## src/rtl/core/bb3_pkg.sv

```systemverilog
// shared types and constants of the 3x3 rgba box blur
`default_nettype none

package bb3_pkg;

   localparam int CFG_W  = 11;   // size register width
   localparam int ITEM_W = 21;   // items taken in a frame
   localparam int ROW_W  = 12;   // row counter, holds up to two rows past the frame

   localparam logic [CFG_W-1:0] MIN_SIZE     = CFG_W'(2);
   localparam int               WIDTH_RESET  = 640;
   localparam int               HEIGHT_RESET = 480;
   localparam int               MAX_HEIGHT   = 1024;

   localparam int OUTQ_DEPTH = 8;

   // register indexes of the configuration port
   localparam logic REG_WIDTH  = 1'b0;
   localparam logic REG_HEIGHT = 1'b1;

   // word kinds on the input channel
   localparam logic KIND_PIXEL = 1'b0;
   localparam logic KIND_FLUSH = 1'b1;

   typedef logic [7:0] chan_type;

   // red sits in the low byte
   typedef struct packed {
      chan_type alpha;
      chan_type blue;
      chan_type green;
      chan_type red;
   } rgba_type;

   // where the centre pixel of a window lies in the frame
   typedef struct packed {
      logic kc_first;
      logic kc_last;
      logic kr_first;
      logic kr_last;
      logic frame_end;
   } pos_type;

   typedef struct packed {
      logic     frame_end;
      rgba_type pix;
   } res_type;

   typedef struct packed {
      logic              done;
      logic [ITEM_W-1:0] quot;
      logic [CFG_W-1:0]  rem;
   } div_res_type;

endpackage

`default_nettype wire

```

## src/rtl/core/bb3_ofifo.sv

```systemverilog
// output queue of blurred words
`default_nettype none

module bb3_ofifo
   import bb3_pkg::*;
#(
   parameter int DEPTH = OUTQ_DEPTH
) (
   input  wire logic    clock,
   input  wire logic    reset,
   input  wire logic    push,
   input  wire res_type push_data,
   input  wire logic    pop,
   output      logic    not_empty,
   output      res_type head
);

   localparam int AW = $clog2(DEPTH);
   localparam int CW = $clog2(DEPTH + 1);

   res_type        entry_ff [DEPTH];
   logic [AW-1:0]  wr_ptr_ff;
   logic [AW-1:0]  rd_ptr_ff;
   logic [CW-1:0]  count_ff;

   always_ff @(posedge clock) begin
      if (push) begin
         entry_ff[wr_ptr_ff] <= push_data;
      end
   end

   always_ff @(posedge clock) begin
      if (reset) begin
         wr_ptr_ff <= '0;
         rd_ptr_ff <= '0;
         count_ff  <= '0;
      end else begin
         if (push) begin
            wr_ptr_ff <= (wr_ptr_ff == AW'(DEPTH - 1)) ? '0 : wr_ptr_ff + AW'(1);
         end
         if (pop) begin
            rd_ptr_ff <= (rd_ptr_ff == AW'(DEPTH - 1)) ? '0 : rd_ptr_ff + AW'(1);
         end
         case ({push, pop})
            2'b10:   count_ff <= count_ff + CW'(1);
            2'b01:   count_ff <= count_ff - CW'(1);
            default: count_ff <= count_ff;
         endcase
      end
   end

   assign not_empty = (count_ff != '0);
   assign head      = entry_ff[rd_ptr_ff];

   a_no_overflow: assert property (@(posedge clock) disable iff (reset)
      !(push && !pop && count_ff == CW'(DEPTH)))
      else $error("output queue overflow");

endmodule

`default_nettype wire

```

## config.mk

```make
export PLATFORM = sky130hd
export DESIGN_NAME = bb3_ofifo
export DESIGN_NICKNAME = d
export VERILOG_FILES = /design/src/rtl/core/bb3_pkg.sv /design/src/rtl/core/bb3_ofifo.sv
export SDC_FILE = /design/constraint.sdc
export NUM_CORES = 1
export LEC_CHECK = 0
export ABC_AREA = 1
export BUFFER_PORTS_ARGS = -buffer_cell sky130_fd_sc_hd__buf_2
export CORE_UTILIZATION = 50
export CTS_BUF_LIST = sky130_fd_sc_hd__clkbuf_4 sky130_fd_sc_hd__clkbuf_8 sky130_fd_sc_hd__clkbuf_16
export CTS_CLUSTER_SIZE = 10
export DETAILED_ROUTE_END_ITERATION = 10
export HOLD_SLACK_MARGIN = 0.03
export PLACE_DENSITY = 0.76
export SLEW_MARGIN = 20
export SYNTH_ARGS = -nofsm -noshare
export SYNTH_HDL_FRONTEND = slang
export SYNTH_SLANG_ARGS = --single-unit
```

## constraint.sdc

```tcl
create_clock -name clock -period 3.6 [get_ports clock]
set_clock_uncertainty 0.2 [all_clocks]
set_input_delay 0.36 -clock clock [delete_from_list [all_inputs] [get_ports clock]]
set_output_delay 0.36 -clock clock [all_outputs]
set_load 0.01 [all_outputs]
```

After elaboration in Yosys (flattened, before gate mapping)
Memories as Yosys holds them, arrays and structs flattened. A register that Yosys moved wholly into a read port is not among the register bits.
Index checks and enable logic that the tools add are counted.
{ "op_classes": {"n_addsub": 4, "n_eq_ne": 4, "n_mux": 7, "reduce_logical": 2} }
{ "ops": {"columns": ["operator", "n"], "rows": [
  ["$mux W3", 4],
  ["$pmux W4 S2", 1],
  ["$add A3 B1 Y3 const B", 2],
  ["$eq A3 B3 Y1 const B", 2],
  ["$add A4 B1 Y4 const B", 1],
  ["$reduce_bool A4 Y1", 1],
  ["$sub A4 B1 Y4 const B", 1],
  ["$eq A2 B1 Y1 const B", 1],
  ["$eq A2 B2 Y1 const B", 1],
  ["$mux W1", 2],
  ["$reduce_bool A2 Y1", 1]
]} }
{ "word_totals": {"reg_bits": 10, "mem_bits_rw": 264, "input_bits": 37, "out_inout_bits": 34, "word_cells": 21, "n_memories": 1} }
{ "memory_table": {"columns": ["name", "words", "width", "read_ports", "rd_clocked_by_memory_dff", "wr", "line", "text"], "rows": [
  ["entry_ff", 8, 33, 1, 1, 1, "bb3_ofifo.sv:21", "res_type entry_ff [DEPTH];"]
]} }

Depth between registers and ports, before layout
{ "depth": {"word_depth": 4, "depth_mapped": 11} }

Worst setup path before layout
No wires, ideal clock.
{ "synth_timing": {"kind": "input to register", "start": "input push", "end": "memory entry_ff[0][0] (netlist bit) (enable)", "setup_time_ns": 0.423, "arrival_time_ns": 2.172, "slack_ns": 0.805, "stages": 3, "cell_sequence": "inv_1 > or2_2 > nor2_1"} }
{ "synth_via": {"elab_chain_cells": 2} }
{ "synth_rtl": {"columns": ["element", "line", "text"], "rows": [
  ["from (decl)", "bb3_ofifo.sv:11", "input wire logic push,"],
  ["$mux W1", "bb3_ofifo.sv:27", "if (push) begin"],
  ["$mux W1 (implied by the code)", "bb3_ofifo.sv:28", "entry_ff[wr_ptr_ff] <= push_data;"],
  ["to (decl)", "bb3_ofifo.sv:21", null]
]} }
Every way passes these cells.

==> impl_metrics.csv <==
group,metric,value,unit
route,firstDrtPassIters,5,
setup_path,endpoint,"head[0]",
setup_path,crit_chain,"buf_4, nor2_1, nor2_1, o21ai_0, o21ai_1, nand2_1, nand2_1, buf_2",
timing,worst_pin_slew,941,ps
cts,worstSkewPairLatency,540,ps
route,wl_per_cell,17.5,um
floorplanning,io_pins,71,
finish,layout_commonest_cell,"edfxtp_1",
route,wl,21700,um
global_route,busiest_layer,"met2",
global_route,first_global_vias,6510,
route,drc,0,
placed_design,portBuffers,70,
timing,maxSlewHeadroom,37.1,%
synth,syn_area_per_cell,13.2,sq um
floorplanning,coreArea,21200,sq um
global_route,grt_start_max_net_pins,66,
min_path,holdCritPathClass,"register to register",
global_route,grt_use_met3,3.08,%
finish,regArea,8200,sq um
timing,finalHoldViolCount,0,
global_route,grt_pass1_wl,34000,um
placed_design,dp_hpwl,12200,um
global_route,antenna_found_initial,1,
timing,slew_violations,0,
setup_path,r2r-end,"entry_ff[4][21]",
synth,synth_area_leaders,"edfxtp_1 72%, nor2_1 5.0%, nand2_1 3.8%",
synth,synth_seq_area_share,74.8,%
setup_path,cp.required,3040,ps
synth,synth_top_area_share,72.4,%
setup_path,cp_top_family,"buffers and inverters",
cts,root_buffer,"clkbuf_16",
finish,nets,983,
placed_design,gp_congestion,0.723,
synth,yosys_register_bits,277,
timing,fin_crit_sh,85.9,%
setup_path,reg2reg_from,"wr_ptr_ff[0]",
cts,cts_buffer_depth,3,
synth,synth_cell_type_count,25,
synth,syn_inst,830,
finish,multi_input_area,2460,sq um
global_route,use_met1,27.0,%
synth,syn-num-nets,874,
timing,setup_viol,0,
timing,max_freq,0.323,GHz
floorplanning,die_area,22500,sq um
finish,final_cell_count_no_fill,1240,
outcome,outcome,"complete, no violations",
setup_path,reg2regPathDepth,3,
cts,cts_tree,"done",
floorplanning,die_h,150,um
timing,fin_tns_setup,0,ps
setup_path,arrival,2530,ps
route,viasPerCell,5.45,
floorplanning,dieWidth,150,um
global_route,track_usage,19.7,%
global_route,grt_overflow,0,
route,num_vias,6754,
finish,drive_above_1_share,16.2,%
placed_design,dpl.cell_count,1145,
setup_path,cp.depth,8,
pwr,irDropWorstVdd,0.000356,V
run,drv_cap,0,
finish,area_delta_synth_final,18.0,%
synth,netlist.top_cell.by_area,"edfxtp_1",
cts,clkSinkCount,277,
cts,cts_buffers,31,
cts,path_clk_slew,60,ps
synth,yosys_warnings,0,
floorplanning,fp-row-count,53,
setup_path,rrSetupSlack,1270,ps
setup_path,slowest_delay,660,ps
cts,ctsResizeCount,0,
global_route,grt_use_met2,32.8,%
route,postRouteAntennaNets,0,
setup_path,crit_fanout,65,
finish,fill_cells,1587,
setup_path,startpoint_type,"register",
pwr,total_leakage_power,0.00462,uW
setup_path,worst-path-buf-inv,2,
synth,netlist_area,11000,sq um
timing,grt_setup_unrepaired,"false",
floorplanning,start_util,51.6,%
finish,layout_common_cells,"264 x edfxtp_1, 137 x nor2_1, 112 x nand2_1, 74 x o21ai_1, 70 x buf_2",
route,drt_iter0_drc,528,
setup_path,end_kind,"output port",
timing,fin_crit,3090,ps
cts,cts_htree_levels,1,
setup_path,criticalPathCategory,"register to output port",
pwr,power.density,563,nW/um^2
setup_path,cp_slowest_cell,"buf_4",
[sequential cells by signal (all words and copies together), names as in the netlist, named ones only]
register / count
wr_ptr_ff: 3
entry_ff: 264
rd_ptr_ff: 3
count_ff: 4
[logic make-up after synthesis]
logic type,Yosys count,share of synthesized area (%)
compound gates,183,8.76
xor+xnor,2,0.160
mux,33,3.02
fa+ha+maj,7,0.800
simple gates,264,9.15
buf+inv,64,3.35
flops,277,74.8
[cell type report]
type                            count  share of cell area, %
Sequential cell                   277                   63.4
Multi-Input combinational cell    489                   19.0
Clock buffer                       57                   7.56
Timing Repair Buffer              122                   6.72
Tap cell                          275                   2.66
Inverter                           18                  0.542
Clock inverter                      1                 0.0678
Antenna cell                        1                 0.0194
[cell usage after synthesis]
master and count:
dfxtp_1 13, o21ai_1 74, o21ai_0 65, a211oi_1 1, nand2_1 112, inv_4 1, nor3_1 1, mux2i_1 33
a21oi_1 10, nand3_1 4, buf_4 3, buf_1 3, ha_1 7, edfxtp_1 264, buf_6 5, nor2_1 145
inv_1 17, clkbuf_1 15, nand4_1 1, o22ai_1 33, or2_2 1, buf_8 2, xnor2_1 2, buf_12 2
buf_2 16
[how the worst min path moves through the flow]
| stage | from | endpoint | slack, ps | cells after the start |
|---|---|---|---|---|
| 3_3_place_gp | rd_ptr_ff[1] | register | 270 | 2 |
| 3_5_place_dp | rd_ptr_ff[1] | register | 290 | 2 |
| 2_1_floorplan | reset | wr_ptr_ff[0] | 230 | 1 |
| 6_report | rd_ptr_ff[1] | register | 310 | 2 |
| 4_1_cts | rd_ptr_ff[1] | register | 300 | 2 |
| 5_1_grt | count_ff[1] | count_ff[1] | 320 | 2 |
[report_power, final]
part	switching, uW	leakage, uW	internal [uW]
sequential	44.6	0.00251	3630
combinational	407	0.00160	230
clock	1150	0.000509	1820
total	1600	0.00462	5670
[per-stage QoR]
stage          setup WS [ps]  utilization [%]  instance area [sq um]  hold WS [ps]  power (uW)
3_5_place_dp            1070             54.5                  11600           289        4350
3_3_place_gp            1100             54.5                  11600           274        4320
4_1_cts                  473             60.9                  12900           303        7310
2_1_floorplan            805                -                  11000           232        4130
5_1_grt                  284             60.9                  12900           324        7530
6_report                 506             60.9                  12900           305        7270
[per-layer routing]
layer	share of wire, %	wire (um)
met1	44	9500
met2	49	10600
met5	0	0
met4	1.6	357
met3	5.9	1280
[tightest hold or removal path, cell delays in order, from the launching register on]
cell and delay [ps]:
dfxtp_1 310, nand2_1 60, a21oi_1 80
[what timing repair did]
action                                 4_1_cts  5_1_grt
hold buffers                                36        0
endpoints found under the hold margin      275        0
setup buffers                                0        0
Note: power is estimated with default switching activity, not from simulation.
