[config.mk]
export PLATFORM = sky130hd
export DESIGN_NAME = bb3_win
export DESIGN_NICKNAME = d
export VERILOG_FILES = /design/src/rtl/core/bb3_pkg.sv /design/src/rtl/core/bb3_win.sv
export SDC_FILE = /design/constraint.sdc
export NUM_CORES = 1
export LEC_CHECK = 0
export BUFFER_PORTS_ARGS = -buffer_cell sky130_fd_sc_hd__buf_4
export CORE_ASPECT_RATIO = 1.2
export CORE_MARGIN = 2
export CORE_UTILIZATION = 25
export DETAILED_ROUTE_END_ITERATION = 10
export HOLD_SLACK_MARGIN = 0.15
export RECOVER_POWER = 50
export SLEW_MARGIN = 20
export SYNTH_ARGS = -nofsm -noshare
export SYNTH_HDL_FRONTEND = slang
export SYNTH_SLANG_ARGS = --single-unit
[constraint.sdc]
create_clock -name clock -period 8.8 [get_ports clock]
set_clock_uncertainty 0.15 [all_clocks]
set_input_delay 1.32 -clock clock [delete_from_list [all_inputs] [get_ports clock]]
set_output_delay 1.32 -clock clock [all_outputs]
set_load 0.05 [all_outputs]
[src/rtl/core/bb3_pkg.sv]
// shared types and constants of the 3x3 rgba box blur
`default_nettype none

package bb3_pkg;

   localparam int CFG_W  = 11;   // size register width
   localparam int ITEM_W = 21;   // items taken in a frame
   localparam int ROW_W  = 12;   // row counter, holds up to two rows past the frame

   localparam logic [CFG_W-1:0] MIN_SIZE     = CFG_W'(2);
   localparam int               WIDTH_RESET  = 640;
   localparam int               HEIGHT_RESET = 480;
   localparam int               MAX_HEIGHT   = 1024;

   localparam int OUTQ_DEPTH = 8;

   // register indexes of the configuration port
   localparam logic REG_WIDTH  = 1'b0;
   localparam logic REG_HEIGHT = 1'b1;

   // word kinds on the input channel
   localparam logic KIND_PIXEL = 1'b0;
   localparam logic KIND_FLUSH = 1'b1;

   typedef logic [7:0] chan_type;

   // red sits in the low byte
   typedef struct packed {
      chan_type alpha;
      chan_type blue;
      chan_type green;
      chan_type red;
   } rgba_type;

   // where the centre pixel of a window lies in the frame
   typedef struct packed {
      logic kc_first;
      logic kc_last;
      logic kr_first;
      logic kr_last;
      logic frame_end;
   } pos_type;

   typedef struct packed {
      logic     frame_end;
      rgba_type pix;
   } res_type;

   typedef struct packed {
      logic              done;
      logic [ITEM_W-1:0] quot;
      logic [CFG_W-1:0]  rem;
   } div_res_type;

endpackage

`default_nettype wire

[src/rtl/core/bb3_win.sv]
// 3x3 window, masked channel sums and mean by 4, 6 or 9
`default_nettype none

module bb3_win
   import bb3_pkg::*;
(
   input  wire logic     clock,
   input  wire logic     reset,
   input  wire logic     shift_en,
   input  wire logic     has,
   input  wire pos_type  pos,
   input  wire rgba_type up,
   input  wire rgba_type mid,
   input  wire rgba_type px,
   output      logic     push,
   output      res_type  res
);

   typedef enum logic [1:0] {
      CNT_FOUR,
      CNT_SIX,
      CNT_NINE
   } count_type;

   localparam int SUM_W   = 12;
   localparam int RECIP_W = 13;
   localparam int PROD_W  = SUM_W + RECIP_W;
   localparam int RSH     = 15;
   // ceil(2^15 / n), exact floor for every sum that can occur
   localparam logic [RECIP_W-1:0] RECIP_SIX  = RECIP_W'(5462);
   localparam logic [RECIP_W-1:0] RECIP_NINE = RECIP_W'(3641);

   rgba_type win_ff [3][3];

   logic      s2_valid_ff;
   pos_type   s2_pos_ff;

   logic             s3_valid_ff;
   logic [SUM_W-1:0] s3_sum_ff [3];
   count_type        s3_cnt_ff;
   chan_type         s3_alpha_ff;
   logic             s3_fe_ff;

   logic [2:0]       row_ok;
   logic [2:0]       col_ok;
   logic [SUM_W-1:0] sum_in [3];
   count_type        cnt_in;

   logic [RECIP_W-1:0] recip;
   logic [PROD_W-1:0]  prod [3];
   chan_type           mean [3];

   // window shifts once per item
   always_ff @(posedge clock) begin
      if (reset) begin
         for (int r = 0; r < 3; r++) begin
            for (int c = 0; c < 3; c++) begin
               win_ff[r][c] <= '0;
            end
         end
      end else if (shift_en) begin
         for (int r = 0; r < 3; r++) begin
            win_ff[r][0] <= win_ff[r][1];
            win_ff[r][1] <= win_ff[r][2];
         end
         win_ff[0][2] <= up;
         win_ff[1][2] <= mid;
         win_ff[2][2] <= px;
      end
   end

   always_comb begin
      row_ok = {!s2_pos_ff.kr_last, 1'b1, !s2_pos_ff.kr_first};
      col_ok = {!s2_pos_ff.kc_last, 1'b1, !s2_pos_ff.kc_first};
      for (int ch = 0; ch < 3; ch++) begin
         sum_in[ch] = '0;
         for (int r = 0; r < 3; r++) begin
            for (int c = 0; c < 3; c++) begin
               if (row_ok[r] && col_ok[c]) begin
                  sum_in[ch] = sum_in[ch] + SUM_W'(win_ff[r][c][8*ch +: 8]);
               end
            end
         end
      end
      if (&row_ok && &col_ok) begin
         cnt_in = CNT_NINE;
      end else if (&row_ok || &col_ok) begin
         cnt_in = CNT_SIX;
      end else begin
         cnt_in = CNT_FOUR;
      end
   end

   always_ff @(posedge clock) begin
      if (reset) begin
         s2_valid_ff <= 1'b0;
         s3_valid_ff <= 1'b0;
      end else begin
         s2_valid_ff <= shift_en && has;
         s3_valid_ff <= s2_valid_ff;
      end
   end

   always_ff @(posedge clock) begin
      s2_pos_ff   <= pos;
      s3_sum_ff   <= sum_in;
      s3_cnt_ff   <= cnt_in;
      s3_alpha_ff <= win_ff[1][1].alpha;
      s3_fe_ff    <= s2_pos_ff.frame_end;
   end

   // one multiplier per channel, the output queue registers the product
   always_comb begin
      recip = (s3_cnt_ff == CNT_SIX) ? RECIP_SIX : RECIP_NINE;
      for (int ch = 0; ch < 3; ch++) begin
         prod[ch] = PROD_W'(s3_sum_ff[ch]) * PROD_W'(recip);
         case (s3_cnt_ff) inside
            CNT_FOUR:           mean[ch] = s3_sum_ff[ch][9:2];
            CNT_SIX, CNT_NINE:  mean[ch] = prod[ch][RSH+7:RSH];
            default:            mean[ch] = '0;
         endcase
      end
   end

   assign push          = s3_valid_ff;
   assign res.frame_end = s3_fe_ff;
   assign res.pix.red   = mean[0];
   assign res.pix.green = mean[1];
   assign res.pix.blue  = mean[2];
   assign res.pix.alpha = s3_alpha_ff;

endmodule

`default_nettype wire

# After elaboration in Yosys (flattened, before gate mapping)
# Memories as Yosys holds them, arrays and structs flattened.
# Cells that the tools add are included.
classes:
  muxes: 46
  n_reduce_logical: 15
  addsub: 24
  n_mul: 3
  n_bitwise: 9
  n_eq_ne: 2
op_table:
  columns: ["op", "n"]
  rows:
  - ["12-bit by 8-bit adder with 12-bit output", 24]
  - ["32-bit two-way mux", 9]
  - ["12-bit two-way mux", 21]
  - ["8-bit two-way mux", 9]
  - ["12-bit by 13-bit multiplier with 23-bit output", 3]
  - ["13-bit two-way mux", 1]
  - ["1-bit bitwise OR", 9]
  - ["1-bit logical AND", 6]
  - ["1-bit two-way mux", 6]
  - ["1-bit logical NOT", 4]
  - ["2-bit AND reduction", 2]
  - ["2-bit by 1-bit == test with 1-bit output (second input constant)", 1]
  - ["2-bit == test (second input constant)", 1]
  - ["2-bit logical NOT", 1]
  - ["2-bit OR reduction", 1]
  - ["1-bit logical OR", 1]
totals:
  memories: 1
  mem_bits_rw: 288
  reg_bits: 54
  in_bits: 105
memory_table:
  columns: ["memory", "depth", "word_bits", "read_ports", "rd_ports_with_merged_regs", "wr", "line", "rtl"]
  rows:
  - ["win_ff", 3, 96, 3, 0, 3, "bb3_win.sv:33", "rgba_type win_ff [3][3];"]

# Depth between registers and ports, before layout
logic_depth:
  word_depth: 18
  ltp_mapped: 53

# Least setup slack after synthesis
# OpenSTA, ideal clock, no wires.
synth_timing:
  kind: "register to register"
  start: "register s2_pos_ff[4] (netlist name)"
  end: "register s3_sum_ff[23] (netlist name)"
  arrival_time_ns: 9.042
  path_stages_with_launch: 53
  synth_period_minus_slack_ns: 9.332
  required_time_ns: 8.511
  setup_time_ns: 0.139
  slack_ns: -0.532
  path_buffers: 2
  cell_sequence: "dfxtp_1 -> buf_2 -> nor2_8 -> clkbuf_1 -> and2_1 -> ha_1 -> inv_1 -> fa_1 -> nand2b_1 -> nand2_1 -> xnor2_1 -> nor2_1 -> ha_1 -> inv_1 -> nor2_1 -> or3_1 -> nor2b_1 -> a22o_1 -> (+17 left out) -> o21ai_0 -> a21oi_1 -> a21oi_1 -> xnor2_1 -> nor2_1 -> a21oi_1 -> ha_1 -> or3_1 -> a21oi_1 -> a21oi_1 -> ha_1 -> nor2b_1 -> o21ai_0 -> nor2_1 -> maj3_1 -> o21bai_1 -> mux2i_1 -> o221ai_1"
synth_rtl:
  columns: ["item", "line", "rtl"]
  rows:
  - ["from (decl)", "bb3_win.sv:36", "pos_type s2_pos_ff;"]
  - ["from (signal assigned)", "bb3_win.sv:105", "s2_pos_ff <= pos;"]
  - ["to (signal assigned)", "bb3_win.sv:106", "s3_sum_ff <= sum_in;"]
  - ["to (decl)", "bb3_win.sv:39", "logic [SUM_W-1:0] s3_sum_ff [3];"]

==> flow_metrics.py <==
metrics = {
    "run_status": {
        "status": "finished with violations",
        "failed_checks": "negative setup slack",
    },
    "worst_setup_path": {
        "crit_slowest_cell": "fa_2",
        "critPathMaxStageDelay_ns": 0.37,
        "worst-path-max-fanout": 14,
        "arrival_ns": 9.32,
        "crit_path_end_kind": "flip-flop",
        "cpMostUsedCell": "buf_4",
        "cp.required_ns": 9.11,
        "critPathTopFamily": "adder cells",
        "start_kind": "flip-flop",
        "critPathKind": "reg2reg",
        "path_buf_inv": 15,
    },
    "drt": {
        "wire_per_inst_um": 14.9,
        "drc_errors": 0,
        "dr.pass1.iters": 5,
        "drtIter0Drc": 1048,
        "vias": 23400,
        "wl_um": 79100,
        "via_per_inst": 4.41,
        "antenna_left": 0,
    },
    "grt": {
        "grt_pass1_vias": 23900,
        "antenna_found_initial": 1,
        "grt_pass1_wl_um": 126000,
        "globalRoute.totalOverflow": 0,
        "grt_max_degree": 159,
        "grt_util_all_layers": 0.128,
    },
    "clock_tree": {
        "cts_buffers": 36,
        "cts_buffer_depth": 3,
        "path_clk_slew_ns": 0.07,
        "htree_levels": 2,
        "cts_tree": "done",
        "cts_sinks": 286,
        "clock_latency_ns": 0.57,
        "cts.root.buffer_cell": "clkbuf_16",
    },
    "flow_run": {
        "maxCapViolCount": 0,
    },
    "synth": {
        "synth.distinct_cells": 82,
        "yosys.area.top_type": "edfxtp_1",
        "synthCells": 3157,
        "yosysMostFrequentCell": "inv_1",
        "yosys_warnings": 0,
        "synthTopCellsByArea": "edfxtp_1 (23%), fa_1 (17%), ha_1 (15%)",
        "yosysSeqAreaShare": 0.266,
        "netlist.area_leader.share": 0.231,
        "synth_area_per_cell_um2": 9.57,
        "synth-async-reset-ratio": 0,
        "synth_area_um2": 30200,
        "synth_edf_count": 232,
        "ys_ff_latch": 286,
        "synth_commonest_cells": "inv_1 (455), ha_1 (365), and2_1 (285)",
        "synthFlopType": "edfxtp_1",
    },
    "finish": {
        "syn2layout_area_growth_pct": 28.9,
        "nets": 4442,
        "final_area_um2": 38900,
        "drive_gt1_frac": 0.252,
        "utilization": 0.325,
    },
    "timing": {
        "timing.fmax_mhz": 111,
        "finalHoldViolations": 0,
        "slew_headroom": 0.370,
        "rsz0062_at_grt": "true",
        "tightest_slew_ns": 0.944,
        "slew_viol_final": 0,
        "setup_viol": 8,
        "whs_ns": 0.178,
        "timing.final.ws_setup_ns": -0.217,
        "period_needed_ns": 9.02,
        "period_share": 1.02,
    },
    "die": {
        "initial_core_util": 0.252,
        "std_cell_rows": 139,
        "coreArea_um2": 120000,
        "die-area_um2": 124000,
        "die_h_um": 385,
        "fp.dieW_um": 321,
        "io-pin-count": 139,
    },
    "placement": {
        "place_congestion": 0.891,
        "place_area_um2": 36000,
        "portBuffers": 122,
        "dpl.hpwl_um": 62400,
    },
    "worst_hold_path": {
        "hold_class": "reg2reg",
    },
}
[kinds of logic after synthesis]
logic type	after synthesis	share of synthesized area
simple gates	904	0.158
fa+ha+maj	620	0.319
compound gates	595	0.127
buf+inv	556	0.0694
flops	286	0.266
xor+xnor	167	0.0504
mux	27	0.00953
other cells	2	0.000249
[flip-flops by register name (all words and copies together), names as in the netlist]
| signal | count |
|---|---|
| push | 1 |
| s2_valid_ff | 1 |
| s2_pos_ff | 5 |
| s3_sum_ff | 36 |
| s3_cnt_ff | 2 |
| s3_alpha_ff | 8 |
| win_ff | 232 |
| s3_fe_ff | 1 |
[worst register-to-register path: cells and delay by family (launching register included)]
kind	cells	cell delay [ns]
adder cells (fa/ha/maj)	8	2.25
AO/OA/AOI/OAI	12	1.67
buffers and inverters	15	1.82
AND/OR/NAND/NOR	11	2.01
flip-flops	1	0.36
XOR/XNOR	5	0.65
[layer usage]
layer / wire, µm / up-vias / GRT usage
li1: - / 11700 / -
met1: 34500 / 11300 / 0.158
met2: 39800 / 284 / 0.231
met3: 2000 / 116 / 0.0130
met4: 2760 / 0 / 0.0432
met5: 0 / - / 0
[per-stage QoR]
step / std cells / setup WS [ns] / TNS [ns]
floorplan: 3197 / -0.0459 / -0.0915
CTS: 5264 / -0.322 / -2.05
detailed placement: 5159 / -0.929 / -6.72
global placement: 5159 / -0.752 / -5.18
global route: 5295 / -0.739 / -7.03
finish: 5297 / -0.217 / -1.05
[final cells by class]
cell class                 instances  area (µm²)
clock inverter                    15         144
clock buffer                      47        1040
fill                           12300       80900
timing repair buffer             586        4460
tap                             1551        1940
sequential                       286        8060
multi-input combinational       2355       21600
inverter                         455        1710
antenna                            2        5.00
[what timing repair did]
item | in CTS | in global routing
gates resized for setup | 116 | 163
pin swaps | 106 | 120
setup endpoints to repair | 16 | 23
setup buffers | 46 | 31
hold buffers | 0 | 0
gates cloned | 0 | 0
[path summary, 6_finish.rpt]
kind,end,slack (ns),start,depth (start not counted)
min,s3_fe_ff,0.18,s2_pos_ff[0],0
max reg2reg,s3_sum_ff[10],-0.22,s2_pos_ff[2],51
min reg2reg,s3_fe_ff,0.18,s2_pos_ff[0],0
max,s3_sum_ff[10],-0.22,s2_pos_ff[2],51
[placed cells by master (no fill, tap or decap), types with 35 or more instances in the layout]
cell type and count:
a21oi_1 135, edfxtp_1 232, xnor2_1 89, a21oi_2 47
nand2b_1 42, inv_1 443, fa_1 247, conb_1 42
nand2_1 129, xor2_1 47, and2_1 281, nor2_1 199
dfxtp_1 50, o21ai_0 86, a21o_1 54, ha_4 36
buf_4 571, clkbuf_16 39, nor2b_1 76, ha_1 327
o21a_1 41, nor3_1 35
Power is not shown: default switching activity piles up to over one toggle a cycle in this logic, so the estimate is an artifact.
