File: src/rtl/core/bb3_pkg.sv
// shared types and constants of the 3x3 rgba box blur
`default_nettype none

package bb3_pkg;

   localparam int CFG_W  = 11;   // size register width
   localparam int ITEM_W = 21;   // items taken in a frame
   localparam int ROW_W  = 12;   // row counter, holds up to two rows past the frame

   localparam logic [CFG_W-1:0] MIN_SIZE     = CFG_W'(2);
   localparam int               WIDTH_RESET  = 640;
   localparam int               HEIGHT_RESET = 480;
   localparam int               MAX_HEIGHT   = 1024;

   localparam int OUTQ_DEPTH = 8;

   // register indexes of the configuration port
   localparam logic REG_WIDTH  = 1'b0;
   localparam logic REG_HEIGHT = 1'b1;

   // word kinds on the input channel
   localparam logic KIND_PIXEL = 1'b0;
   localparam logic KIND_FLUSH = 1'b1;

   typedef logic [7:0] chan_type;

   // red sits in the low byte
   typedef struct packed {
      chan_type alpha;
      chan_type blue;
      chan_type green;
      chan_type red;
   } rgba_type;

   // where the centre pixel of a window lies in the frame
   typedef struct packed {
      logic kc_first;
      logic kc_last;
      logic kr_first;
      logic kr_last;
      logic frame_end;
   } pos_type;

   typedef struct packed {
      logic     frame_end;
      rgba_type pix;
   } res_type;

   typedef struct packed {
      logic              done;
      logic [ITEM_W-1:0] quot;
      logic [CFG_W-1:0]  rem;
   } div_res_type;

endpackage

`default_nettype wire

File: src/rtl/core/bb3_div.sv
// restoring divider that splits the item count into row and column
`default_nettype none

module bb3_div
   import bb3_pkg::*;
(
   input  wire logic              clock,
   input  wire logic              reset,
   input  wire logic              start,
   input  wire logic [ITEM_W-1:0] dividend,
   input  wire logic [CFG_W-1:0]  divisor,
   output      logic              busy,
   output      div_res_type       res
);

   localparam int CNT_W = $clog2(ITEM_W);
   localparam logic [CNT_W-1:0] LAST_STEP = CNT_W'(ITEM_W - 1);

   logic              busy_ff;
   logic              done_ff;
   logic [CNT_W-1:0]  cnt_ff;
   logic [CFG_W-1:0]  rem_ff;
   logic [CFG_W-1:0]  divisor_ff;
   logic [ITEM_W-1:0] qd_ff;

   logic [CFG_W:0]   shifted;
   logic             q_bit;
   logic [CFG_W-1:0] rem_in;

   // one quotient bit per cycle
   always_comb begin
      shifted = {rem_ff, qd_ff[ITEM_W-1]};
      q_bit   = (shifted >= {1'b0, divisor_ff});
      if (q_bit) begin
         rem_in = CFG_W'(shifted - {1'b0, divisor_ff});
      end else begin
         rem_in = shifted[CFG_W-1:0];
      end
   end

   always_ff @(posedge clock) begin
      if (reset) begin
         busy_ff <= 1'b0;
         done_ff <= 1'b0;
         cnt_ff  <= '0;
      end else begin
         done_ff <= 1'b0;
         if (start) begin
            busy_ff <= 1'b1;
            cnt_ff  <= '0;
         end else if (busy_ff) begin
            cnt_ff <= cnt_ff + CNT_W'(1);
            if (cnt_ff == LAST_STEP) begin
               busy_ff <= 1'b0;
               done_ff <= 1'b1;
            end
         end
      end
   end

   always_ff @(posedge clock) begin
      if (start) begin
         rem_ff     <= '0;
         qd_ff      <= dividend;
         divisor_ff <= divisor;
      end else if (busy_ff) begin
         rem_ff <= rem_in;
         qd_ff  <= {qd_ff[ITEM_W-2:0], q_bit};
      end
   end

   assign busy     = busy_ff;
   assign res.done = done_ff;
   assign res.quot = qd_ff;
   assign res.rem  = rem_ff;

   a_rem_below_divisor: assert property (@(posedge clock) disable iff (reset)
      (busy_ff || done_ff) |-> rem_ff < divisor_ff)
      else $error("partial remainder not below divisor");

endmodule

`default_nettype wire

File: config.mk
export PLATFORM = sky130hd
export DESIGN_NAME = bb3_div
export DESIGN_NICKNAME = d
export VERILOG_FILES = /design/src/rtl/core/bb3_pkg.sv /design/src/rtl/core/bb3_div.sv
export SDC_FILE = /design/constraint.sdc
export NUM_CORES = 1
export LEC_CHECK = 0
export BUFFER_PORTS_ARGS = -buffer_cell sky130_fd_sc_hd__buf_4
export CAP_MARGIN = 20
export CORE_UTILIZATION = 35
export DETAILED_ROUTE_END_ITERATION = 10
export MAX_ROUTING_LAYER = met4
export PLACE_DENSITY = 0.69
export SETUP_SLACK_MARGIN = 0.4
export SYNTH_ARGS = -nofsm -noshare
export SYNTH_HDL_FRONTEND = slang
export SYNTH_SLANG_ARGS = --single-unit
File: constraint.sdc
create_clock -name clock -period 2.2 [get_ports clock]
set_clock_uncertainty 0.15 [all_clocks]
set_input_delay 0.22 -clock clock [delete_from_list [all_inputs] [get_ports clock]]
set_output_delay 0.22 -clock clock [all_outputs]
set_load 0.02 [all_outputs]
Word-level counts from Yosys, hierarchy flattened
Index checks and enable logic that the tools add are counted.
- register bits: 50
- output and inout port bits: 34
- bits of input ports: 35
- bitwise logic cells: 1
- $lt $le $gt $ge: 1
- add/sub/neg operators: 2
- equal/unequal tests: 1
- multiplexer cells: 7
- reduce and logical (&&, ||, !) cells: 3
- operators with widths (kind ; count):
    two-way mux 21 bit ; 2
    greater-or-equal comparator 12 x 11 -> 1 bit ; 1
    two-way mux 11 bit ; 1
    subtractor 11 bit ; 1
    adder 5 x 1 -> 5 bit, second input constant ; 1
    == test 5 bit, second input constant ; 1
    two-way mux 1 bit ; 4
    OR reduction 3 bit ; 1
    nonzero test 2 bit ; 1
    OR reduction 2 bit ; 1
    inverter 1 bit ; 1

Longest topological paths before layout
Gate-level depths: netlist of the first run.
- depth in word-level cells: 4
- mapped depth: 9
- gate-level depth less buffers: 8

Least setup slack after synthesis of the first run
Ideal clock, no wire load.
- kind: register to register
- start point: reg qd_ff[20]
- end point: reg rem_ff[3]
- data arrival time: 2.101 ns
- data required time: 1.901 ns
- stages on the path, launching flop included: 10
- period minus slack after synthesis: 2.399 ns
- setup slack: -0.199 ns
- path through: edfxtp_1 > inv_1 > ha_1 > fa_1 > nor2b_4 > o31a_4 > o211ai_2 > buf_6 > a211oi_1 > a311oi_2
- cells in the longest elaborated chain, start to end: 2
- elaborated cells between the ends (all ways): 3
- classes of those cells: add/sub (1); order compare (1); mux (1)
- RTL lines (element ; RTL line ; source):
    from (decl) ; bb3_div.sv:24 ; logic [ITEM_W-1:0] qd_ff;
    from (signal assigned) ; bb3_div.sv:64 ; qd_ff <= dividend;
    from (signal assigned) ; bb3_div.sv:68 ; qd_ff <= {qd_ff[ITEM_W-2:0], q_bit};
    subtractor 11 bit or greater-or-equal comparator 12 x 11 -> 1 bit (tied branches) ; bb3_div.sv:35, bb3_div.sv:33 ;
    two-way mux 11 bit * ; bb3_div.sv:34 ; if (q_bit) begin
    to (signal assigned) ; bb3_div.sv:67 ; rem_ff <= rem_in;
    to (decl) ; bb3_div.sv:22 ; logic [CFG_W-1:0] rem_ff;
Mark *: on every way between the ends. The rest lies on a longest branch, timed or not.
A chain may end at the register's enable or synchronous reset.

Worst setup path in the final report of the first run
- start point: reg qd_ff[20]
- end point: reg qd_ff[0] (data pin)
- cells in the longest elaborated chain, start to end: 3
- RTL lines (element ; RTL line ; source):
    greater-or-equal comparator 12 x 11 -> 1 bit ; bb3_div.sv:33 ; q_bit = (shifted >= {1'b0, divisor_ff});
    two-way mux 21 bit ; bb3_div.sv:66 ; end else if (busy_ff) begin
    two-way mux 21 bit ; bb3_div.sv:62 ; if (start) begin
Every way passes these cells. The select of a mux whose other input is x is not followed.

==> impl.org, run 1 <==
** Run status
- The flow ran to the end, and the final reports show no timing, DRC or antenna violations.

** Critical path
- STA classifies the critical path endpoint as a flip-flop.
- Delay of the slowest cell on the worst path :: 0.39 ns
- The most critical setup path has its startpoint at qd_ff[20]$_DFFE_PP_.
- Data arrival time of the worst path :: 2.06 ns
- For the worst setup path, the data required time is around 2.1 ns.
- The kind of cell with the highest combined delay along the critical path is compound AO/OA/AOI/OAI gates.
- Buffer and inverter count on the worst path :: 1
- For this design, the slowest cell found on the critical path is edfxtp_1.
- Reg2reg start :: qd_ff[20]$_DFFE_PP_
- Of all nets on the critical path, the largest fanout is 6.
- Type of the worst setup path :: flip-flop to flip-flop
- STA classifies the critical path startpoint as a flip-flop.
- Walking the worst path, the cells encountered are inv_1 > ha_2 > fa_2 > nor2b_4 > o31a_4 > o211ai_4 > and2_4 > mux2i_1.

** Power
- Pwr per Cell Area :: ~600 mW/mm^2
- Worst ir drop on vdd :: approximately 0.30 mV
- The analysis attributes to cell leakage a power of 1.626 nW.

** Drt
- Vias after detailed routing :: 2276
- The routed design has between 6 and 7 mm of wire.
- The detailed router finished its first iteration with between 90 and 100 violations.
- In the routed design, unresolved DRC markers number 0.
- Final ANT Viol Nets :: 0
- After detailed routing, the average wire length per cell comes to between 10 and 15 um.
- Dividing the detail-routed via count by the number of cells gives 4.948.
- The first detailed-routing pass took 4 iterations.

** Floorplan
- Chip Height :: just over 90 um
- Site Rows :: 32
- The die covers 0.008454 mm^2.
- Die Span X :: roughly 90 um
- Core box area :: 0.007767 mm^2
- Total I/O pin count :: 69
- Initial Utilization :: 0.3645

** Global routing
- Initial antenna violation count :: 0
- The via count of the first global-routing pass came to about 2100.
- Global route total overflow :: 0
- First-pass GRT wire length :: 10.09 mm
- Largest net degree at the start of global routing :: 54
- Total global routing track utilization :: 0.1541

** Synth
- The most used flip-flop cell after synthesis is edfxtp_1.
- Synthesis handed over a netlist of about 260 instances.
- Part of the Yosys area used for sequential elements :: 0.4666
- After synthesis, the largest family of logic cells by area is compound AO/OA/AOI/OAI gates.
- Seq cells post-synth :: 50
- Avg Synthesized Cell Area :: about 11 um^2
- Number of different library cells in the post-synthesis netlist :: 57
- Arithmetic-cell share of the synthesized area counting full adders, half adders and majority gates :: 0.06452
- Counting every net in the synthesized netlist gives ~300.
- Of the total synthesized cell area, the portion taken by AND, OR, NAND and NOR gates is 0.1467.
- Yosys printed 0 warnings.
- In this run the cell area of the synthesized design comes to around 0.0028 mm^2.
- Asr flop ratio synth :: 0
- Of the post-synthesis cell area, the dominant cell type holds 0.3394.
- Biggest area contributors in the synthesized netlist :: edfxtp_1, dfxtp_1, mux2_2
- Count of flip-flops with a built-in enable after synthesis :: 32
- The largest total area in the synthesized netlist belongs to edfxtp_1.
- The compound-cell area share of the yosys netlist is 0.1547.
- Of the post-synthesis cell area, the part taken by muxes is 0.09015.
- Xor-xnor portion of the synthesized cell area :: 0.02165

** Hold path
- In this run the most critical hold path is launched from dividend[5].
- The tightest min-delay check is of the input port to flip-flop type.

** Placement
- Routability-driven placement finished with a final weighted congestion of ~0.85.
- Once placement finished, the instance area stood at between 0.003 and 0.004 mm^2.
- Setup WS pre-CTS :: -0.02536 ns
- Post-detailed-placement half-perimeter wirelength :: 4.542 mm
- Port Buffers :: 68

** Finish
- Layout cells sized above 1 :: 0.4385
- Net count of the finished layout :: just over 400
- From synthesis to final layout, the design area changed by 39.64%.
- The number of antenna diodes in the final layout is 0.
- Non-Filler Cell Area, Final :: 0.003954 mm^2
- The library cells used most frequently in the layout, excluding fill and tap cells, are buf_4, edfxtp_1, nor2_1.
- The library cell used most frequently in the layout, excluding fill and tap cells, is buf_4.

** STA
- Final Hold Fails :: 0
- Rel. slew slack :: 0.5690
- The worst path in the final design needs a cycle of about 2.2 ns, including I/O delays and setup.
- Setup violations remaining at the end of the flow were counted as 0.
- Timing-limited maximum frequency :: approximately 460 MHz
- Final-report max-slew violation count :: 0
- Worst Max-Slew Pin Slew :: about 0.65 ns
- Across all setup checks in the final design, the least slack found is between 0.02 and 0.03 ns.
- In the finished design, the share of the clock period the worst path needs comes to 0.9864.
- Setup TNS :: 0 ns
- Unrepaired setup endpoints after global routing :: true

** Clock tree
- The clock drives 50 sinks.
- The tree is rooted in a clkbuf_8.
- Maximum buffer depth of the clock tree :: 2
- CTS H-tree depth :: 2
- Clock-pin slew of the registers on the worst-case setup and hold paths :: 0.10 ns
- At the later pin of the worst-skew pair, clock insertion delay measures 0.30 ns.
- Number of buffers inserted during clock tree synthesis :: 5
- CTS tree :: built

** Flow run
- Max-capacitance violation count :: 0
## path summary, 6_finish.rpt
path / to / slack [ns] / cells past startpoint
max: qd_ff[0]$_DFFE_PP_ / 0.03 / 8
min: qd_ff[5]$_DFFE_PP_ / 0.06 / 2
max reg2reg: qd_ff[0]$_DFFE_PP_ / 0.03 / 8
min reg2reg: done_ff$_SDFF_PP0_ / 0.37 / 2
## worst reg2reg max path: stages, from the launching register on
cell and delay (ns):
edfxtp_1 0.39, inv_1 0.07, ha_2 0.18, fa_2 0.24, nor2b_4 0.05, o31a_4 0.29
o211ai_4 0.24, and2_4 0.23, mux2i_1 0.07
## metrics by stage
| stage | total power, mW | std cells | util | hold WS (ns) |
|---|---|---|---|---|
| detailed placement | 1.784 | 431 | 0.4604 | 0.2442 |
| global placement | 1.776 | 431 | 0.4604 | 0.2452 |
| floorplan | 1.536 | 255 | - | 0.1424 |
| global route | 2.492 | 460 | 0.5090 | 0.05353 |
| finish | 2.374 | 460 | 0.5090 | 0.06434 |
| CTS | 2.368 | 455 | 0.4971 | 0.05599 |
## flip-flops by register name, indices dropped and copies added, names as in the netlist
register	count
divisor_ff	11
qd_ff	21
busy	1
cnt_ff	5
done_ff	1
rem_ff	11
## final cells by class
type                    count  area, um^2
fillers                   720        3814
flip-flops and latches     50        1321
multi-input cells         172        1461
well taps                 102       127.6
repair buffers            109       882.1
clock inverters             3       21.27
clock buffers               5       68.82
inverters                  19       71.32
## power by group
| part | leakage (nW) | switching, mW | internal, mW | total (mW) |
|---|---|---|---|---|
| Sequential | 0.466 | 0.0445 | 1.08 | 1.13 |
| Clock | 0.0458 | 0.324 | 0.225 | 0.549 |
| Combinational | 1.11 | 0.348 | 0.349 | 0.697 |
| Total | 1.63 | 0.716 | 1.66 | 2.37 |
## per-layer routing
metal / wire length, um / GRT usage
met4: 86 / 0.04688
met5: 0 / -
met2: 3045 / 0.2506
met1: 2966 / 0.2009
met3: 172 / 0.01907
## logic make-up after synthesis
| logic type | Yosys count |
|---|---|
| flops | 50 |
| buf+inv | 33 |
| simple gates | 75 |
| compound gates | 53 |
| xor+xnor | 7 |
| mux | 23 |
| fa+ha+maj | 14 |
## Yosys cell counts, types with 2 or more instances
cell       number
a21o_2          2
edfxtp_1       32
nor2_1         23
and4b_2         2
a21oi_1         9
buf_6           4
a211oi_1        6
o21a_1          3
o311ai_0        3
nand2b_1        2
inv_1          18
nor3_1          4
mux2i_1         3
o21ai_0         6
nand4_1         3
nor3b_1         4
buf_1           2
clkbuf_1        7
or3_1           2
o2111ai_1       3
or2_2           2
xor2_1          4
a311oi_2        2
xnor2_1         3
nand2_1        14
dfxtp_1        18
nor2b_1         7
a31oi_1         4
nand3_1         2
o31ai_1         2
mux2_2         20
and3b_1         2
ha_1           13
## repair_timing
| item | 4_1_cts | 5_1_grt |
|---|---|---|
| endpoints found under the setup margin | 12 | 12 |
| hold endpoints to repair | 12 | 0 |
| hold buffers | 12 | 0 |
| buffers inserted | 3 | 5 |
| gates resized for setup | 11 | 8 |
| cloned | 1 | 0 |
| pin swaps | 5 | 5 |
Power figures use the tool's default switching activity.
==> run 2, diff against run 1 <==
Settings changed: CORE_UTILIZATION 35 to 48, PLACE_DENSITY 0.69 to 0.87.
==> run 2 against run 1 <==
The run now ends with negative setup slack left. Maximum frequency down 2.3%. Setup slack worse by 0.050 ns. Core utilization up 18 points. Largest cell class unchanged.
==> impl.org, run 2 (synthesis results as in run 1) <==
** Run status
- The run finished, with violations left.
- The final reports fail on negative setup slack.

** Floorplan
- Initial Utilization :: 0.5049 (+0.1404)
- The width of the chip is 78.81 um (-14%).
- Site Rows :: 27 (-16%)
- Core box area :: 0.005608 mm^2 (-28%)
- The vertical die dimension came to 78.81 um (-14%).
- Total I/O pin count :: 69 (unchanged)
- The die area was 0.006210 mm^2 (-27%).

** STA
- The final cycle utilization of the critical path is 1.009 (+0.02271).
- The hold violation total from the final report is 0 (unchanged).
- Count of final setup violators :: 4 (+4)
- Tmin final :: 2.220 ns (+0.04996 ns)
- Final critical-path setup slack :: -0.02010 ns (-0.04996 ns)
- Final-layout worst hold slack :: 0.05025 ns (-0.01409 ns)
- Worst Max-Slew Pin Slew :: 0.6462 ns (-0.0002477 ns)
- Rel. slew slack :: 0.5692 (about the same)
- Unrepaired setup endpoints after global routing :: true
- Timing-limited maximum frequency :: 450.4 MHz (-2.3%)
- The count of final max-slew check failures came to 0 (unchanged).

** Global routing
- The number of antenna violations at the first check in global routing came to 0 (unchanged).
- Number of global-route vias before repair :: 2378 (+11%)
- Met2 Usage GRT :: 0.3913 (+0.1407)
- Met3 Usage GRT :: 0.04598 (+0.02691)
- The global routing stage identified its most utilized layer as met2.
- The first-pass GRT wire length was 10.90 mm (+8.0%).
- The met1 track demand over resource is 0.2791 (+0.07811).
- Global route total overflow :: 0 (unchanged)
- Total global routing track utilization :: 0.2363 (+0.08220)
- Largest net degree at the start of global routing :: 54 (unchanged)

** Placement
- The count of buffers from port buffering came to 68 (unchanged).
- The minimum setup slack after placement is -0.1034 ns (-0.07808 ns).
- The placed wire-length estimate after detailed placement came to 4.787 mm (+5.4%).
- The final estimated routing congestion in global placement came to 0.8584 (+1.5%).
- The standard cell area after detailed placement came to 0.003551 mm^2 (-0.70%).

** Drt
- Final ANT Viol Nets :: 0 (unchanged)
- The number of iterations in the first detailed-routing pass was 4 (unchanged).
- The via count of the routed design came to 2332 (+2.5%).
- The post-detailed-route wirelength per cell was 15.46 um (+13%).
- The violation count after the first detailed-routing iteration was 172 (+74%).
- The via-per-instance ratio came to 5.411 (+9.4%).
- The detailed-route DRC error count came to 0 (unchanged).
- Routed wire length :: 6.663 mm (+6.3%)

** Finish
- Most used cells in the layout excluding fill and tap cells :: buf_4, edfxtp_1, nor2_1
- Net count of the finished layout :: 407 (+0.25%)
- Signed area change from the synthesized netlist to the final layout :: 35.62%
- Non-Filler Cell Area, Final :: 0.003840 mm^2 (-2.9%)
- The antenna diode instance count came to 0 (unchanged).
- Largest register by flop count :: qd_ff
- The library cell used most frequently in the layout, excluding fill and tap cells, is buf_4.
- The largest registers in the layout are qd_ff x21, divisor_ff x11, rem_ff x11.
- Area of combinational cells with multiple inputs :: 0.001403 mm^2 (-4.0%)
- The flip-flop count of the largest register after layout was 21 (unchanged).
- Layout cells sized above 1 :: 0.4206 (-0.01793)
- Sequential cell area in the final layout :: 0.001321 mm^2 (unchanged)
- Fillers :: 426 (-41%)

** Critical path
- The critical path starts at qd_ff[20]$_DFFE_PP_.
- Type of the worst setup path :: flip-flop to flip-flop
- The worst setup path is launched from a flip-flop.
- The worst setup path is captured at a flip-flop.
- Setup crit end :: rem_ff[9]$_SDFFE_PP0P_
- The setup slack of the most critical reg-to-reg path is -0.02 ns (-0.05 ns).
- Reg2reg start :: qd_ff[20]$_DFFE_PP_
- The endpoint required time on the critical path is 2.30 ns (+0.21 ns).
- Worst flop-to-flop path endpoint :: rem_ff[9]$_SDFFE_PP0P_
- Maximum net fanout on the critical path :: 6 (unchanged)
- The count of cells along the worst register-to-register path is 10 (+2).
- Data arrival time of the worst path :: 2.32 ns (+0.26 ns)

** Hold path
- The min-delay analysis places its worst path in the category input port to flip-flop.

** Clock tree
- CTS tree :: built
- Maximum buffer depth of the clock tree :: 2 (unchanged)
- Number of buffers inserted during clock tree synthesis :: 5 (unchanged)
- Worst skew pair latency :: 0.31 ns (about the same)
- Sink count of the clock tree :: 50 (unchanged)
- Clock tree root driver cell :: clkbuf_8
- Clock-pin slew of the registers on the worst-case setup and hold paths :: 0.10 ns (about the same)
- The number of H-tree levels is 2 (unchanged).

** Power
- Worst ir drop on vdd :: 0.3818 mV (+27%)
- The total power divided by cell area is 622.3 mW/mm^2 (+3.6%).
- The standby leakage power came to 1.622 nW (-0.29%).

** Flow run
- The count of max-cap constraint violations came to 0 (unchanged).
[run 2: cell types whose count changed in the layout (fill, tap and decap cells not counted), moves of 2 or more]
cell / change
buf_6: -2
ha_4: -2
buf_12: -2
ha_1: +2
inv_6: +2
buf_4: +6
[run 2: metal layers]
| layer | wire (um) | vias to the layer above |
|---|---|---|
| met5 | 0 | - |
| met4 | 195 | 0 |
| met3 | 372 | 18 |
| met2 | 3333 | 88 |
| met1 | 2761 | 1081 |
| li1 | - | 1145 |
[run 2: how the worst min path moves through the flow]
stage	startpoint	endpoint	slack (ns)	depth (start not counted)
2_1_floorplan	reset	busy$_SDFF_PP0_	0.14	1
3_3_place_gp	reset	busy$_SDFF_PP0_	0.24	2
3_5_place_dp	reset	busy$_SDFF_PP0_	0.24	2
4_1_cts	dividend[19]	qd_ff[19]$_DFFE_PP_	0.04	2
5_1_grt	dividend[17]	qd_ff[17]$_DFFE_PP_	0.04	2
6_report	dividend[4]	qd_ff[4]$_DFFE_PP_	0.05	2
[run 2: final cells by class]
type / instances / area share
flip-flops and latches: 50 / 0.3441
clock buffers: 5 / 0.01792
inverters: 19 / 0.01857
clock inverters: 3 / 0.006843
well taps: 72 / 0.02346
repair buffers: 110 / 0.2239
multi-input cells: 172 / 0.3653
[run 2: where the power goes]
| group | internal [mW] | switching [mW] | total (mW) | leakage (nW) |
|---|---|---|---|---|
| combinational | 0.336 | 0.349 | 0.684 | 1.11 |
| clock | 0.235 | 0.344 | 0.578 | 0.0491 |
| sequential | 1.08 | 0.0429 | 1.13 | 0.466 |
[run 2: worst max-delay path: stages, from the launching register on]
cell      delay (ns)
edfxtp_1        0.36
inv_1           0.05
ha_2            0.19
fa_2            0.37
nor2b_4         0.14
o31a_4          0.15
o211ai_4        0.10
buf_4           0.15
buf_4           0.15
a21o_4          0.22
o21ai_2         0.11
[run 2: per-stage QoR]
step                total power [mW]  std cells  setup TNS [ns]    util
floorplan                      1.536        255         -0.2469       -
global placement               1.770        406       -0.008147  0.6332
detailed placement             1.792        406         -0.2475  0.6332
CTS                            2.393        430         -0.3057  0.6818
global route                   2.488        431         -0.7398  0.6847
finish                         2.389        431        -0.04625  0.6847
[run 2: timing repair]
item                                   in CTS  in global routing
pin swaps                                   6                  4
setup endpoints to repair                  12                 12
endpoints found under the hold margin      12                  0
hold buffers                               12                  0
resized for setup                           5                  3
buffers inserted                            4                  1
